[src/hdl/psg_pkg.sv]
package psg_pkg;

  localparam int FRACTION_BITS_DEF = 16;
  localparam int CPS_W             = 24;
  localparam logic [CPS_W-1:0] CPS_RESET = 24'd5319554;

  localparam int PERIOD_W = 10;
  localparam int COUNT_W  = 16;
  localparam int ATTEN_W  = 4;
  localparam int GAIN_W   = 15;
  localparam int ACC_W    = 18;
  localparam int SAMPLE_W = 16;
  localparam int NUM_TONES = 3;
  localparam int NUM_VOICES = 4;

  localparam logic [COUNT_W-1:0] NOISE_SEED = 16'h8000;

  // noise rate codes
  localparam logic [1:0] RATE_16  = 2'd0;
  localparam logic [1:0] RATE_32  = 2'd1;
  localparam logic [1:0] RATE_64  = 2'd2;
  localparam logic [1:0] RATE_TONE = 2'd3;

  // voice index of the noise channel
  localparam logic [1:0] VOICE_NOISE = 2'd3;

  // input op codes
  localparam logic OP_WRITE  = 1'b0;
  localparam logic OP_SAMPLE = 1'b1;

  typedef enum logic [1:0] {
    ST_IDLE,
    ST_TICK,
    ST_MIX,
    ST_DONE
  } psg_state_t;

  typedef struct packed {
    logic       wr_en;
    logic [7:0] wr_data;
    logic       tick;
  } psg_core_ctrl_t;

  typedef struct packed {
    logic [NUM_VOICES-1:0]              polarity;
    logic [NUM_VOICES-1:0][ATTEN_W-1:0] atten;
  } psg_voice_status_t;

  typedef struct packed {
    logic       clear;
    logic       step;
    logic [1:0] voice;
  } psg_mix_ctrl_t;

  function automatic logic [GAIN_W-1:0] atten_gain(input logic [ATTEN_W-1:0] att);
    logic [GAIN_W-1:0] g;
    case (att)
      4'd0:    g = 15'd32767;
      4'd1:    g = 15'd26028;
      4'd2:    g = 15'd20675;
      4'd3:    g = 15'd16422;
      4'd4:    g = 15'd13045;
      4'd5:    g = 15'd10362;
      4'd6:    g = 15'd8231;
      4'd7:    g = 15'd6538;
      4'd8:    g = 15'd5193;
      4'd9:    g = 15'd4125;
      4'd10:   g = 15'd3276;
      4'd11:   g = 15'd2602;
      4'd12:   g = 15'd2067;
      4'd13:   g = 15'd1642;
      4'd14:   g = 15'd1304;
      default: g = 15'd0;
    endcase
    return g;
  endfunction

endpackage

[src/hdl/psg_if.sv]
interface psg_in_if;
  logic       valid;
  logic       ready;
  logic       op;
  logic [7:0] data;

  modport source (output valid, output op, output data, input ready);
  modport sink   (input valid, input op, input data, output ready);
endinterface

interface psg_out_if;
  logic                              valid;
  logic                              ready;
  logic signed [psg_pkg::SAMPLE_W-1:0] sample;

  modport source (output valid, output sample, input ready);
  modport sink   (input valid, input sample, output ready);
endinterface

[src/hdl/psg_voice_core.sv]
module psg_voice_core (
  input  logic                        clk,
  input  logic                        rst_n,
  input  psg_pkg::psg_core_ctrl_t     ctrl,
  output psg_pkg::psg_voice_status_t  status
);

  logic [psg_pkg::PERIOD_W-1:0] period_r [psg_pkg::NUM_TONES];
  logic [psg_pkg::PERIOD_W-1:0] period_nxt [psg_pkg::NUM_TONES];
  logic [psg_pkg::COUNT_W-1:0]  tcnt_r [psg_pkg::NUM_TONES];
  logic [psg_pkg::COUNT_W-1:0]  tcnt_nxt [psg_pkg::NUM_TONES];
  logic [psg_pkg::NUM_TONES-1:0] tpol_r, tpol_nxt;
  logic [psg_pkg::ATTEN_W-1:0]  att_r [psg_pkg::NUM_VOICES];
  logic [psg_pkg::ATTEN_W-1:0]  att_nxt [psg_pkg::NUM_VOICES];
  logic [psg_pkg::COUNT_W-1:0]  ncnt_r, ncnt_nxt;
  logic [psg_pkg::COUNT_W-1:0]  nsr_r, nsr_nxt;
  logic                         npol_r, npol_nxt;
  logic                         nwhite_r, nwhite_nxt;
  logic [1:0]                   nrate_r, nrate_nxt;
  logic [1:0]                   lvoice_r, lvoice_nxt;
  logic                         lvol_r, lvol_nxt;

  logic [psg_pkg::COUNT_W-1:0]  tdec;
  logic [psg_pkg::COUNT_W-1:0]  nreload;
  logic                         fb;
  logic [3:0]                   wv;
  logic [1:0]                   wvoice;

  always_comb begin
    for (int i = 0; i < psg_pkg::NUM_TONES; i++) begin
      period_nxt[i] = period_r[i];
      tcnt_nxt[i]   = tcnt_r[i];
    end
    for (int i = 0; i < psg_pkg::NUM_VOICES; i++) att_nxt[i] = att_r[i];
    tpol_nxt   = tpol_r;
    ncnt_nxt   = ncnt_r;
    nsr_nxt    = nsr_r;
    npol_nxt   = npol_r;
    nwhite_nxt = nwhite_r;
    nrate_nxt  = nrate_r;
    lvoice_nxt = lvoice_r;
    lvol_nxt   = lvol_r;
    tdec       = '0;
    fb         = 1'b0;
    wv         = ctrl.wr_data[3:0];
    wvoice     = ctrl.wr_data[6:5];

    case (nrate_r)
      psg_pkg::RATE_16: nreload = 16'd16;
      psg_pkg::RATE_32: nreload = 16'd32;
      psg_pkg::RATE_64: nreload = 16'd64;
      default: nreload = (period_r[2] != '0) ? {6'd0, period_r[2]} : 16'd1;
    endcase

    if (ctrl.wr_en) begin
      if (ctrl.wr_data[7]) begin
        // latch byte: select voice and register type
        lvoice_nxt = wvoice;
        lvol_nxt   = ctrl.wr_data[4];
        if (ctrl.wr_data[4]) begin
          for (int i = 0; i < psg_pkg::NUM_VOICES; i++)
            if (wvoice == 2'(i)) att_nxt[i] = wv;
        end else if (wvoice == psg_pkg::VOICE_NOISE) begin
          nwhite_nxt = wv[2];
          nrate_nxt  = wv[1:0];
          nsr_nxt    = psg_pkg::NOISE_SEED;
        end else begin
          for (int i = 0; i < psg_pkg::NUM_TONES; i++)
            if (wvoice == 2'(i)) period_nxt[i] = {period_r[i][9:4], wv};
        end
      end else if (!lvol_r && lvoice_r != psg_pkg::VOICE_NOISE) begin
        for (int i = 0; i < psg_pkg::NUM_TONES; i++)
          if (lvoice_r == 2'(i)) period_nxt[i] = {ctrl.wr_data[5:0], period_r[i][3:0]};
      end
    end else if (ctrl.tick) begin
      for (int i = 0; i < psg_pkg::NUM_TONES; i++) begin
        if (period_r[i] != '0) begin
          tdec = tcnt_r[i] - 16'd1;
          if (tdec == '0) begin
            tcnt_nxt[i] = {6'd0, period_r[i]};
            tpol_nxt[i] = ~tpol_r[i];
          end else begin
            tcnt_nxt[i] = tdec;
          end
        end
      end
      if (ncnt_r == '0) begin
        ncnt_nxt = nreload;
        fb       = nwhite_r ? (nsr_r[0] ^ nsr_r[3]) : nsr_r[0];
        nsr_nxt  = {fb, nsr_r[15:1]};
        npol_nxt = nsr_r[1];
      end else begin
        ncnt_nxt = ncnt_r - 16'd1;
      end
    end
  end

  always_ff @(posedge clk) begin
    if (!rst_n) begin
      for (int i = 0; i < psg_pkg::NUM_TONES; i++) begin
        period_r[i] <= '0;
        tcnt_r[i]   <= '0;
      end
      for (int i = 0; i < psg_pkg::NUM_VOICES; i++) att_r[i] <= '1;
      tpol_r   <= '1;
      ncnt_r   <= '0;
      nsr_r    <= psg_pkg::NOISE_SEED;
      npol_r   <= 1'b1;
      nwhite_r <= 1'b0;
      nrate_r  <= psg_pkg::RATE_16;
      lvoice_r <= '0;
      lvol_r   <= 1'b0;
    end else begin
      for (int i = 0; i < psg_pkg::NUM_TONES; i++) begin
        period_r[i] <= period_nxt[i];
        tcnt_r[i]   <= tcnt_nxt[i];
      end
      for (int i = 0; i < psg_pkg::NUM_VOICES; i++) att_r[i] <= att_nxt[i];
      tpol_r   <= tpol_nxt;
      ncnt_r   <= ncnt_nxt;
      nsr_r    <= nsr_nxt;
      npol_r   <= npol_nxt;
      nwhite_r <= nwhite_nxt;
      nrate_r  <= nrate_nxt;
      lvoice_r <= lvoice_nxt;
      lvol_r   <= lvol_nxt;
    end
  end

  always_comb begin
    status.polarity = {npol_r, tpol_r};
    for (int i = 0; i < psg_pkg::NUM_VOICES; i++) status.atten[i] = att_r[i];
  end

endmodule

[src/hdl/psg_mixer.sv]
module psg_mixer (
  input  logic                               clk,
  input  logic                               rst_n,
  input  psg_pkg::psg_mix_ctrl_t             ctrl,
  input  psg_pkg::psg_voice_status_t         status,
  output logic signed [psg_pkg::SAMPLE_W-1:0] sample
);

  logic signed [psg_pkg::ACC_W-1:0] acc_r, acc_nxt;
  logic signed [psg_pkg::ACC_W-1:0] term;
  logic signed [psg_pkg::ACC_W-1:0] biased;
  logic signed [psg_pkg::ACC_W-1:0] quot;
  logic [psg_pkg::GAIN_W-1:0]       gain;

  always_comb begin
    gain = psg_pkg::atten_gain(status.atten[ctrl.voice]);
    term = status.polarity[ctrl.voice] ? $signed({3'd0, gain}) : -$signed({3'd0, gain});
    acc_nxt = acc_r;
    if (ctrl.clear)     acc_nxt = '0;
    else if (ctrl.step) acc_nxt = acc_r + term;
  end

  always_ff @(posedge clk) begin
    if (!rst_n) acc_r <= '0;
    else        acc_r <= acc_nxt;
  end

  // divide by four, rounding toward zero, then clamp
  always_comb begin
    biased = acc_r[psg_pkg::ACC_W-1] ? acc_r + 18'sd3 : acc_r;
    quot   = biased >>> 2;
    if (quot > 18'sd32767)       sample = 16'sh7FFF;
    else if (quot < -18'sd32768) sample = 16'sh8000;
    else                         sample = quot[psg_pkg::SAMPLE_W-1:0];
  end

endmodule

[src/hdl/psg_tone_noise_generator.sv]
// A write beat's register update lands at the accepting edge.
// A sample beat runs one chip tick per cycle, then four mix steps and an
// output step that waits for the output register; ticks = carry out of the
// clock step (81 or 82 at reset), set by the single shared tick datapath.
// Synchronous active-low reset restores all voice state, the step register
// and the fraction accumulator; there is no clearing pass.
module psg_tone_noise_generator #(
  parameter int FRACTION_BITS = psg_pkg::FRACTION_BITS_DEF
) (
  input  logic                      clk,
  input  logic                      rst_n,
  psg_in_if.sink                    in_bus,
  psg_out_if.source                 out_bus,
  input  logic                      cfg_wr_en,
  input  logic [psg_pkg::CPS_W-1:0] cfg_wr_data
);

  localparam int SUM_W  = ((FRACTION_BITS > psg_pkg::CPS_W) ? FRACTION_BITS
                           : psg_pkg::CPS_W) + 1;
  localparam int TICK_W = SUM_W - FRACTION_BITS;

  psg_pkg::psg_state_t state_r, state_nxt;
  logic [psg_pkg::CPS_W-1:0]   cps_r;
  logic [FRACTION_BITS-1:0]    frac_r, frac_nxt;
  logic [TICK_W-1:0]           tick_cnt_r, tick_cnt_nxt;
  logic [1:0]                  mix_idx_r, mix_idx_nxt;
  logic                        out_valid_r, out_valid_nxt;
  logic signed [psg_pkg::SAMPLE_W-1:0] out_sample_r, out_sample_nxt;
  logic [SUM_W-1:0]            sum;
  logic                        in_fire;

  psg_pkg::psg_core_ctrl_t     core_ctrl;
  psg_pkg::psg_voice_status_t  status;
  psg_pkg::psg_mix_ctrl_t      mix_ctrl;
  logic signed [psg_pkg::SAMPLE_W-1:0] mix_sample;

  psg_voice_core u_core (
    .clk    (clk),
    .rst_n  (rst_n),
    .ctrl   (core_ctrl),
    .status (status)
  );

  psg_mixer u_mix (
    .clk    (clk),
    .rst_n  (rst_n),
    .ctrl   (mix_ctrl),
    .status (status),
    .sample (mix_sample)
  );

  assign in_bus.ready   = (state_r == psg_pkg::ST_IDLE);
  assign in_fire        = in_bus.valid && in_bus.ready;
  assign out_bus.valid  = out_valid_r;
  assign out_bus.sample = out_sample_r;
  assign sum = SUM_W'(frac_r) + SUM_W'(cps_r);

  always_comb begin
    state_nxt      = state_r;
    frac_nxt       = frac_r;
    tick_cnt_nxt   = tick_cnt_r;
    mix_idx_nxt    = mix_idx_r;
    out_sample_nxt = out_sample_r;
    out_valid_nxt  = out_valid_r && !out_bus.ready;
    core_ctrl.wr_en   = 1'b0;
    core_ctrl.wr_data = in_bus.data;
    core_ctrl.tick    = 1'b0;
    mix_ctrl.clear = 1'b0;
    mix_ctrl.step  = 1'b0;
    mix_ctrl.voice = mix_idx_r;

    case (state_r)
      psg_pkg::ST_IDLE: begin
        if (in_fire) begin
          if (in_bus.op == psg_pkg::OP_WRITE) begin
            core_ctrl.wr_en = 1'b1;
          end else begin
            frac_nxt       = sum[FRACTION_BITS-1:0];
            tick_cnt_nxt   = sum[SUM_W-1:FRACTION_BITS];
            mix_idx_nxt    = '0;
            mix_ctrl.clear = 1'b1;
            state_nxt = (sum[SUM_W-1:FRACTION_BITS] == '0) ? psg_pkg::ST_MIX
                                                           : psg_pkg::ST_TICK;
          end
        end
      end
      psg_pkg::ST_TICK: begin
        core_ctrl.tick = 1'b1;
        tick_cnt_nxt   = tick_cnt_r - TICK_W'(1);
        if (tick_cnt_r == TICK_W'(1)) state_nxt = psg_pkg::ST_MIX;
      end
      psg_pkg::ST_MIX: begin
        mix_ctrl.step = 1'b1;
        mix_idx_nxt   = mix_idx_r + 2'd1;
        if (mix_idx_r == psg_pkg::VOICE_NOISE) state_nxt = psg_pkg::ST_DONE;
      end
      psg_pkg::ST_DONE: begin
        // hold until the output register is free
        if (!out_valid_r || out_bus.ready) begin
          out_sample_nxt = mix_sample;
          out_valid_nxt  = 1'b1;
          state_nxt      = psg_pkg::ST_IDLE;
        end
      end
      default: state_nxt = psg_pkg::ST_IDLE;
    endcase
  end

  always_ff @(posedge clk) begin
    if (!rst_n) begin
      state_r     <= psg_pkg::ST_IDLE;
      cps_r       <= psg_pkg::CPS_RESET;
      frac_r      <= '0;
      tick_cnt_r  <= '0;
      mix_idx_r   <= '0;
      out_valid_r <= 1'b0;
    end else begin
      state_r     <= state_nxt;
      if (cfg_wr_en) cps_r <= cfg_wr_data;
      frac_r      <= frac_nxt;
      tick_cnt_r  <= tick_cnt_nxt;
      mix_idx_r   <= mix_idx_nxt;
      out_valid_r <= out_valid_nxt;
    end
  end

  always_ff @(posedge clk) begin
    out_sample_r <= out_sample_nxt;
  end

  a_tick_nonzero: assert property (@(posedge clk) disable iff (!rst_n)
    (state_r == psg_pkg::ST_TICK) |-> (tick_cnt_r != '0))
    else $error("tick sequencer running with zero count");

  a_write_stays_idle: assert property (@(posedge clk) disable iff (!rst_n)
    (in_fire && in_bus.op == psg_pkg::OP_WRITE) |=> (state_r == psg_pkg::ST_IDLE))
    else $error("write beat left the idle state");

  a_mix_four: assert property (@(posedge clk) disable iff (!rst_n)
    (state_r == psg_pkg::ST_MIX && mix_idx_r == psg_pkg::VOICE_NOISE)
      |=> (state_r == psg_pkg::ST_DONE))
    else $error("mix did not finish after four voices");

  a_done_loads: assert property (@(posedge clk) disable iff (!rst_n)
    (state_r == psg_pkg::ST_DONE && state_nxt == psg_pkg::ST_IDLE) |=> out_valid_r)
    else $error("sample finished without loading the output register");

endmodule
[src/flat_wrapper.sv]
// flat-port wrapper written by rule: the top's interface ports become plain ports
module psg_tone_noise_generator_flat 
#(
  parameter int FRACTION_BITS = psg_pkg::FRACTION_BITS_DEF
)
  (clk, rst_n, cfg_wr_en, cfg_wr_data, in_bus_valid, in_bus_op, in_bus_data, in_bus_ready, out_bus_valid, out_bus_sample, out_bus_ready);
  psg_in_if in_bus_i ();
  psg_out_if out_bus_i ();
  input  logic clk;
  input  logic rst_n;
  input  logic cfg_wr_en;
  input  logic [psg_pkg::CPS_W-1:0] cfg_wr_data;
  input wire logic [$bits(in_bus_i.valid)-1:0] in_bus_valid;
  input wire logic [$bits(in_bus_i.op)-1:0] in_bus_op;
  input wire logic [$bits(in_bus_i.data)-1:0] in_bus_data;
  output wire logic [$bits(in_bus_i.ready)-1:0] in_bus_ready;
  output wire logic [$bits(out_bus_i.valid)-1:0] out_bus_valid;
  output wire logic [$bits(out_bus_i.sample)-1:0] out_bus_sample;
  input wire logic [$bits(out_bus_i.ready)-1:0] out_bus_ready;
  assign in_bus_i.valid = in_bus_valid;
  assign in_bus_i.op = in_bus_op;
  assign in_bus_i.data = in_bus_data;
  assign in_bus_ready = in_bus_i.ready;
  assign out_bus_valid = out_bus_i.valid;
  assign out_bus_sample = out_bus_i.sample;
  assign out_bus_i.ready = out_bus_ready;
  psg_tone_noise_generator #(.FRACTION_BITS(FRACTION_BITS)) u_core (.clk(clk), .rst_n(rst_n), .in_bus(in_bus_i), .out_bus(out_bus_i), .cfg_wr_en(cfg_wr_en), .cfg_wr_data(cfg_wr_data));
endmodule
[config.mk]
export PLATFORM = sky130hd
export DESIGN_NAME = psg_tone_noise_generator_flat
export DESIGN_NICKNAME = d
export VERILOG_FILES = /design/src/hdl/psg_pkg.sv /design/src/hdl/psg_if.sv /design/src/hdl/psg_voice_core.sv /design/src/hdl/psg_mixer.sv /design/src/hdl/psg_tone_noise_generator.sv /design/src/flat_wrapper.sv
export SDC_FILE = /design/constraint.sdc
export NUM_CORES = 1
export LEC_CHECK = 0
export BUFFER_PORTS_ARGS = -buffer_cell sky130_fd_sc_hd__buf_2
export CELL_PAD_IN_SITES_DETAIL_PLACEMENT = 0
export CELL_PAD_IN_SITES_GLOBAL_PLACEMENT = 2
export CORE_MARGIN = 5
export CORE_UTILIZATION = 39
export CTS_CLUSTER_DIAMETER = 40
export DETAILED_ROUTE_END_ITERATION = 6
export PLACE_DENSITY = 0.88
export SLEW_MARGIN = 30
export SYNTH_ARGS = -nofsm -noshare
export SYNTH_HDL_FRONTEND = slang
export SYNTH_HIERARCHICAL = 1
export SYNTH_SLANG_ARGS = --single-unit
[constraint.sdc]
create_clock -name clk -period 4.8 [get_ports clk]
set_input_delay 1.2 -clock clk [delete_from_list [all_inputs] [get_ports clk]]
set_output_delay 1.2 -clock clk [all_outputs]
set_load 0.03 [all_outputs]
==> impl_metrics.env, run 1 <==
export IMPL_nets=1689
export IMPL_timing_final_crit_share_pct=93.0
export IMPL_cts_max_level=2
export IMPL_drt_initial_drc_count=535
export IMPL_tns_ns=0
export IMPL_post_synth_num_cell_types=97
export IMPL_synth_edf_count=16
export IMPL_crit_end="u_core/u_mix/acc_r[17]"
export IMPL_worst_slew_pin_slew_ns=0.906
export IMPL_area_delta_synth_final_pct=16.6
export IMPL_p_per_area_nw_per_um2=476
export IMPL_finalWirelength_mm=32.3
export IMPL_dpl_cell_area_um2=13800
export IMPL_async_flop_share_pct=0
export IMPL_yosys_register_bits=224
export IMPL_clock_sinks=224
export IMPL_cts_buffer_depth=3
export IMPL_fmax_mhz=224
export IMPL_dieArea_um2=37300
export IMPL_r2r_start="u_core/mix_idx_r[0]"
export IMPL_core_um2=33300
export IMPL_synthCells=1543
export IMPL_drcViolationCount=0
export IMPL_grt_ovfl_total=0
export IMPL_clk_pin_slew_ns=0.05
export IMPL_drive_above_1_share_pct=13.6
export IMPL_drt_antenna_violating_nets=0
export IMPL_grt_pass1_vias=10720
export IMPL_antenna_cells=0
export IMPL_r2r_end="u_core/u_mix/acc_r[17]"
export IMPL_crit_type="reg -> reg"
export IMPL_fp_row_count=67
export IMPL_syn_area_um2=13100
export IMPL_utilization_pct=45.8
export IMPL_p_total_mw=7.27
export IMPL_maxCapViolCount=0
export IMPL_syn_avg_cell_area_um2=8.47
export IMPL_cts_hold_buf=0
export IMPL_portBuffers=55
export IMPL_num_vias=11175
export IMPL_slew_viol_final=0
export IMPL_grt_pass1_wl_mm=53.4
export IMPL_clk_latency_ns=0.53
export IMPL_fin_area_um2=15200
export IMPL_startpoint_type="flip-flop"
export IMPL_leakage_nw=6.10
export IMPL_viasPerCell=5.40
export IMPL_ys_seq_area_share_pct=35.5
export IMPL_status="completed"
export IMPL_tritoncts="yes"
export IMPL_antenna_found_initial=0
export IMPL_dpl_hpwl_mm=22.5
export IMPL_pre_cts_ws_ns=0.0320
export IMPL_whs_ns=0.455
export IMPL_drtPass1Iterations=5
export IMPL_final_common_cell="dfxtp_1"
export IMPL_clockRootBuffer="clkbuf_16"
export IMPL_finalNonFillerCells=2070
export IMPL_cp_arrival_ns=4.92
export IMPL_syn_nets=1639
export IMPL_reg2reg_depth=18
export IMPL_place_congestion=0.876
export IMPL_ioPinCount=56
export IMPL_dp_cells=2000
export IMPL_reg2reg_slack_ns=0.34
export IMPL_synthFlopType="dfxtp_1"
export IMPL_die_w_um=193
export IMPL_slew_headroom_pct=39.0
export IMPL_grt_max_degree=49
export IMPL_worstSetupStartpoint="u_core/mix_idx_r[0]"
export IMPL_finClkSkew_ns=0.0172
export IMPL_route_detailed_wl_per_inst_um=15.6
export IMPL_ir_worst_vdd_uv=346
export IMPL_dieHeight_um=193
export IMPL_layout_setup_ws_ns=0.338
export IMPL_final_cell_mix="dfxtp_1 (207), nor2_1 (191), nand2_1 (129), a21oi_1 (107), mux2i_1 (92)"
export IMPL_finalHoldViolations=0
export IMPL_layout_min_cycle_time_ns=4.46
export IMPL_grt_use_total_pct=17.2
export IMPL_critPathMaxFanout=6
export IMPL_yosys_warnings=6
export IMPL_finalSetupViolCount=0
export IMPL_hp_class="reg -> reg"
export IMPL_crit_required_ns=5.25
export IMPL_initial_core_util_pct=39.3
export IMPL_cts_buffers_inserted=38
export IMPL_end_kind="flip-flop"
## cells in the mapped netlist (all sizes together) (5+ instances only)
cell | count | area, um2
mux2i | 93 | 943
and2 | 6 | 37.5
mux4 | 5 | 120
nand4 | 26 | 163
nor3b | 7 | 67.6
clkbuf | 58 | 218
o21ai | 74 | 374
or3 | 19 | 121
buf | 15 | 90.1
a211oi | 20 | 168
a21oi | 111 | 571
nor4b | 6 | 58.8
nor3 | 47 | 260
xnor2 | 59 | 517
nor2b | 16 | 100
a31oi | 14 | 87.6
nor2 | 193 | 727
nor4 | 32 | 264
nand2 | 129 | 484
a311oi | 9 | 78.8
ha | 56 | 701
a22oi | 19 | 148
xor2 | 27 | 236
or4 | 12 | 95.1
dfxtp | 208 | 4160
nand2b | 15 | 93.8
nand3 | 54 | 275
o211ai | 18 | 135
edfxtp | 16 | 480
o21a | 13 | 97.6
o22ai | 5 | 31.3
and3 | 18 | 118
or2 | 7 | 46.3
inv | 42 | 158
a21o | 18 | 135
## layer usage
layer	up-vias	share of wire, %	GRT usage (%)
met4	0	2.3	5.31
met1	5215	48	22.7
met3	52	4.0	2.97
met5	-	0	0
li1	5720	-	-
met2	188	46	28.8
## layout make-up
type                    count  area, um2
fillers                  3241      18000
clock buffers              45       1060
repair buffers             83        485
well taps                 448        561
clock inverters            24        294
inverters                  46        175
flip-flops and latches    224       4650
multi-input cells        1200       8030
## logic make-up after synthesis
kind of cell	after synthesis	synth area share, %
AOI/OAI and AO/OA	347	17.2
xor gates and xnor gates	86	5.76
adders and majority gates	58	5.67
buffers and inverters	119	3.68
DFF	224	35.5
muxes	102	8.48
and+or+nand+nor	607	23.6
## worst min-delay path by stage
stage / from / to / slack, ns / cells after the start
finish: u_core/frac_r[5] / u_core/frac_r[5] / 0.45 / 2
global route: u_core/frac_r[8] / u_core/frac_r[8] / 0.48 / 2
CTS: u_core/frac_r[5] / u_core/frac_r[5] / 0.46 / 2
detailed placement: u_core/frac_r[12] / u_core/frac_r[12] / 0.45 / 2
global placement: u_core/frac_r[5] / u_core/frac_r[5] / 0.44 / 2
floorplan: u_core/u_core/att_r[1][0] / u_core/u_core/att_r[1][0] / 0.43 / 2
## flip-flops by register name, indices dropped and copies added (netlist names)
register                flops
u_core/u_core/nrate_r       2
u_core/tick_cnt_r           9
u_core/state_r              2
u_core/mix_idx_r            2
u_core/u_core/ncnt_r       16
u_core/out_bus.sample      16
u_core/frac_r              16
u_core/u_core/tpol_r        3
u_core/u_core/nwhite_r      1
u_core/cps_r               24
u_core/out_bus.valid        1
u_core/u_core/npol_r        1
u_core/u_core/period_r     30
u_core/u_core/att_r        16
u_core/u_core/nsr_r        16
u_core/u_core/tcnt_r       48
u_core/u_core/lvoice_r      2
u_core/u_core/lvol_r        1
u_core/u_mix/acc_r         18
## critical path, stage by stage (launching register included)
cell,delay (ns)
dfxtp_2,0.36
mux4_2,0.60
ha_1,0.26
nor2_2,0.11
mux2i_1,0.10
mux2i_1,0.22
ha_2,0.23
o221ai_2,0.11
nor4_4,0.32
nor2_1,0.09
xnor2_1,0.15
ha_1,0.38
and2_1,0.19
o2111ai_1,0.24
a21oi_4,0.28
o311ai_4,0.12
a211o_1,0.29
a211o_1,0.26
o21ai_1,0.07
## repair_timing
action / 4_1_cts / 5_1_grt
setup endpoints to repair: 0 / 5
setup buffers: 0 / 1
gates resized for setup: 0 / 20
## report_power, final
group          switching [mW]  internal, mW  total [mW]
logic                    1.36         0.810        2.17
registers               0.177          2.06        2.24
clock network            1.02          1.83        2.86
Note: power is estimated with default switching activity, not from simulation.
==> inputs of run 2 (changes only) <==
--- a/config.mk
+++ b/config.mk
@@ -5,14 +5,15 @@
 export SDC_FILE = /design/constraint.sdc
 export NUM_CORES = 1
 export LEC_CHECK = 0
+export ABC_AREA = 1
 export BUFFER_PORTS_ARGS = -buffer_cell sky130_fd_sc_hd__buf_2
 export CELL_PAD_IN_SITES_DETAIL_PLACEMENT = 0
 export CELL_PAD_IN_SITES_GLOBAL_PLACEMENT = 2
 export CORE_MARGIN = 5
-export CORE_UTILIZATION = 39
+export CORE_UTILIZATION = 35
 export CTS_CLUSTER_DIAMETER = 40
 export DETAILED_ROUTE_END_ITERATION = 6
-export PLACE_DENSITY = 0.88
+export PLACE_DENSITY = 0.87
 export SLEW_MARGIN = 30
 export SYNTH_ARGS = -nofsm -noshare
 export SYNTH_HDL_FRONTEND = slang
==> run 2 against run 1 <==
Maximum frequency up 4.8%. Clock skew is 0.0053 ns lower. Final cell count increased by 34%. Critical endpoint is now u_core/u_mix/acc_r[11]. Largest power group unchanged. First-iteration DRC count rose by 34%. Die area rose by 20%. Register-to-register slack better by 0.21 ns. Critical path type unchanged. Critical path depth is 6 higher. Largest cell class unchanged.
==> impl_metrics.env, run 2 <==
export IMPL_clk_pin_slew_ns=0.05
export IMPL_nFillCells=4249
export IMPL_hp_class="reg -> reg"
export IMPL_fp_row_count=73
export IMPL_ys_seq_area_share_pct=32.6
export IMPL_syn_area_um2=14200
export IMPL_synth_edf_count=16
export IMPL_tns_ns=0
export IMPL_post_synth_num_cell_types=52
export IMPL_maxCapViolCount=0
export IMPL_initial_core_util_pct=35.6
export IMPL_reg2reg_depth=24
export IMPL_r2r_start="u_core/mix_idx_r[1]"
export IMPL_syn_avg_cell_area_um2=6.59
export IMPL_cts_max_level=2
export IMPL_critPathMaxFanout=9
export IMPL_top_register="u_core/u_core/tcnt_r"
export IMPL_viasPerCell=4.83
export IMPL_rsz0062_at_grt="no"
export IMPL_layout_min_cycle_time_ns=4.26
export IMPL_grt_pass1_vias=13000
export IMPL_num_vias=13442
export IMPL_synthFlopType="dfxtp_1"
export IMPL_drt_antenna_violating_nets=0
export IMPL_finalSetupViolCount=0
export IMPL_clk_latency_ns=0.56
export IMPL_dpl_hpwl_mm=28.3
export IMPL_worst_slew_pin_slew_ns=0.889
export IMPL_final_cell_mix="nand2_1 (525), inv_1 (276), nor2_1 (235), dfxtp_1 (208), a21oi_1 (167)"
export IMPL_portBuffers=55
export IMPL_yosysMostFrequentCell="nand2_1"
export IMPL_dieHeight_um=212
export IMPL_min_path_cells=2
export IMPL_slew_headroom_pct=40.7
export IMPL_async_flop_share_pct=0
export IMPL_antenna_found_initial=0
export IMPL_finalWirelength_mm=38.4
export IMPL_synth_top_area_share_pct=29.3
export IMPL_grt_use_total_pct=17.1
export IMPL_slew_viol_final=0
export IMPL_p_per_area_nw_per_um2=532
export IMPL_ir_worst_vdd_uv=322
export IMPL_timing_final_crit_share_pct=88.7
export IMPL_worstHoldStart="u_core/u_core/nsr_r[5]"
export IMPL_status="completed"
export IMPL_cp_arrival_ns=4.70
export IMPL_route_detailed_wl_per_inst_um=13.8
export IMPL_yosys_warnings=6
export IMPL_startpoint_type="flip-flop"
export IMPL_synthTopCellsByCount="nand2_1 (525), inv_1 (276), nor2_1 (235), dfxtp_1 (208), a21oi_1 (167)"
export IMPL_drt_initial_drc_count=717
export IMPL_tritoncts="yes"
export IMPL_final_common_cell="nand2_1"
export IMPL_drcViolationCount=0
export IMPL_die_w_um=212
export IMPL_drive_above_1_share_pct=11.5
export IMPL_place_congestion=0.865
export IMPL_r2r_end="u_core/u_mix/acc_r[11]"
export IMPL_cts_buffers_inserted=46
export IMPL_largest_reg_flops=48
export IMPL_reg_top3="u_core/u_core/tcnt_r (48), u_core/u_core/period_r (30), u_core/cps_r (24)"
export IMPL_grt_max_degree=96
export IMPL_core_um2=40000
export IMPL_area_delta_synth_final_pct=17.6
export IMPL_nets=2317
export IMPL_synthCells=2160
export IMPL_grt_ovfl_total=0
export IMPL_clock_sinks=224
export IMPL_dieArea_um2=44800
export IMPL_reg2reg_slack_ns=0.54
export IMPL_cts_buffer_depth=3
export IMPL_finalHoldViolations=0
export IMPL_crit_type="reg -> reg"
export IMPL_whs_ns=0.460
export IMPL_clockRootBuffer="clkbuf_16"
export IMPL_synth_area_leaders="dfxtp_1 (29%), nand2_1 (14%), inv_1 (7.3%), nor2_1 (6.2%), a21oi_1 (5.9%)"
export IMPL_antenna_cells=0
export IMPL_yosys_register_bits=224
export IMPL_drtPass1Iterations=5
export IMPL_min_to="u_core/u_core/nsr_r[5]"
export IMPL_syn_nets=2256
export IMPL_finClkSkew_ns=0.0119
export IMPL_crit_required_ns=5.25
export IMPL_leakage_nw=8.03
export IMPL_fmax_mhz=235
export IMPL_ioPinCount=56
export IMPL_end_kind="flip-flop"
export IMPL_grt_pass1_wl_mm=64.3
export IMPL_yosys_area_top_type="dfxtp_1"
-- run 2: cells by family after synthesis --
family                     Yosys count  synth area share, %
DFF                                224                 32.6
AOI/OAI and AO/OA                  383                 14.5
xor gates and xnor gates            75                 4.62
buffers and inverters              349                 9.54
and+or+nand+nor                   1071                 33.5
adders and majority gates           58                 5.21
-- run 2: worst max-delay path, stage by stage (launching register included) --
cell,delay [ns]
dfxtp_1,0.52
inv_2,0.14
nand3_1,0.11
nand2_1,0.18
ha_1,0.25
or2_2,0.30
nand2_1,0.08
nand2_1,0.07
inv_1,0.09
nand2_4,0.07
inv_1,0.06
ha_1,0.17
nand3_2,0.11
o31ai_1,0.25
xor2_1,0.17
inv_1,0.06
ha_1,0.35
a21oi_1,0.22
or2_2,0.14
nand3_1,0.10
a31oi_2,0.24
o21ai_0,0.13
xor2_1,0.16
o21ai_0,0.14
inv_1,0.05
-- run 2: metal layers --
layer	GRT usage, %	vias up	share of wire [%]
met4	4.29	0	2.0
met2	28.0	195	45
li1	-	7110	-
met3	3.62	64	4.4
met1	23.2	6073	49
met5	0	-	0
-- run 2: layout make-up --
type	instances	area, um2	share of cell area [%]
multi-input cells	1587	8230	49.2
well taps	525	657	3.92
clock buffers	51	1260	7.56
repair buffers	69	383	2.29
flip-flops and latches	224	4640	27.7
inverters	293	1100	6.58
clock inverters	34	454	2.71
-- run 2: power by group --
part / leakage (nW) / internal, mW / total (mW) / switching, mW
registers: 1.84 / 2.12 / 2.32 / 0.205
logic: 5.38 / 1.01 / 3.04 / 2.03
clock network: 0.816 / 2.36 / 3.53 / 1.17
-- run 2: timing repair --
action,4_1_cts,5_1_grt
hold buffers,0,0
setup endpoints to repair,0,2
buffers inserted,0,0
resized for setup,0,2
-- run 2: per-stage QoR --
step	cells	power, mW	util [%]	setup slack [ns]	instance area [um2]
after floorplan	2160	4.74	-	0.886	14200
after global placement	2698	5.38	37.5	0.514	15000
after detailed placement	2698	5.40	37.5	0.482	15000
after CTS	2783	9.01	41.8	0.458	16700
after global routing	2783	9.57	41.8	0.0103	16700
final	2783	8.90	41.8	0.544	16700
-- run 2: how the worst max path moves through the flow --
stage	from	endpoint	slack, ns	depth (start not counted)
final	u_core/mix_idx_r[1]	u_core/u_mix/acc_r[11]	0.54	24
after global routing	u_core/mix_idx_r[1]	u_core/u_mix/acc_r[17]	0.01	26
after detailed placement	u_core/mix_idx_r[1]	u_core/u_mix/acc_r[14]	0.48	24
after CTS	u_core/mix_idx_r[1]	u_core/u_mix/acc_r[14]	0.46	24
after global placement	u_core/mix_idx_r[1]	u_core/u_mix/acc_r[12]	0.51	23
after floorplan	u_core/mix_idx_r[0]	u_core/u_mix/acc_r[11]	0.89	25
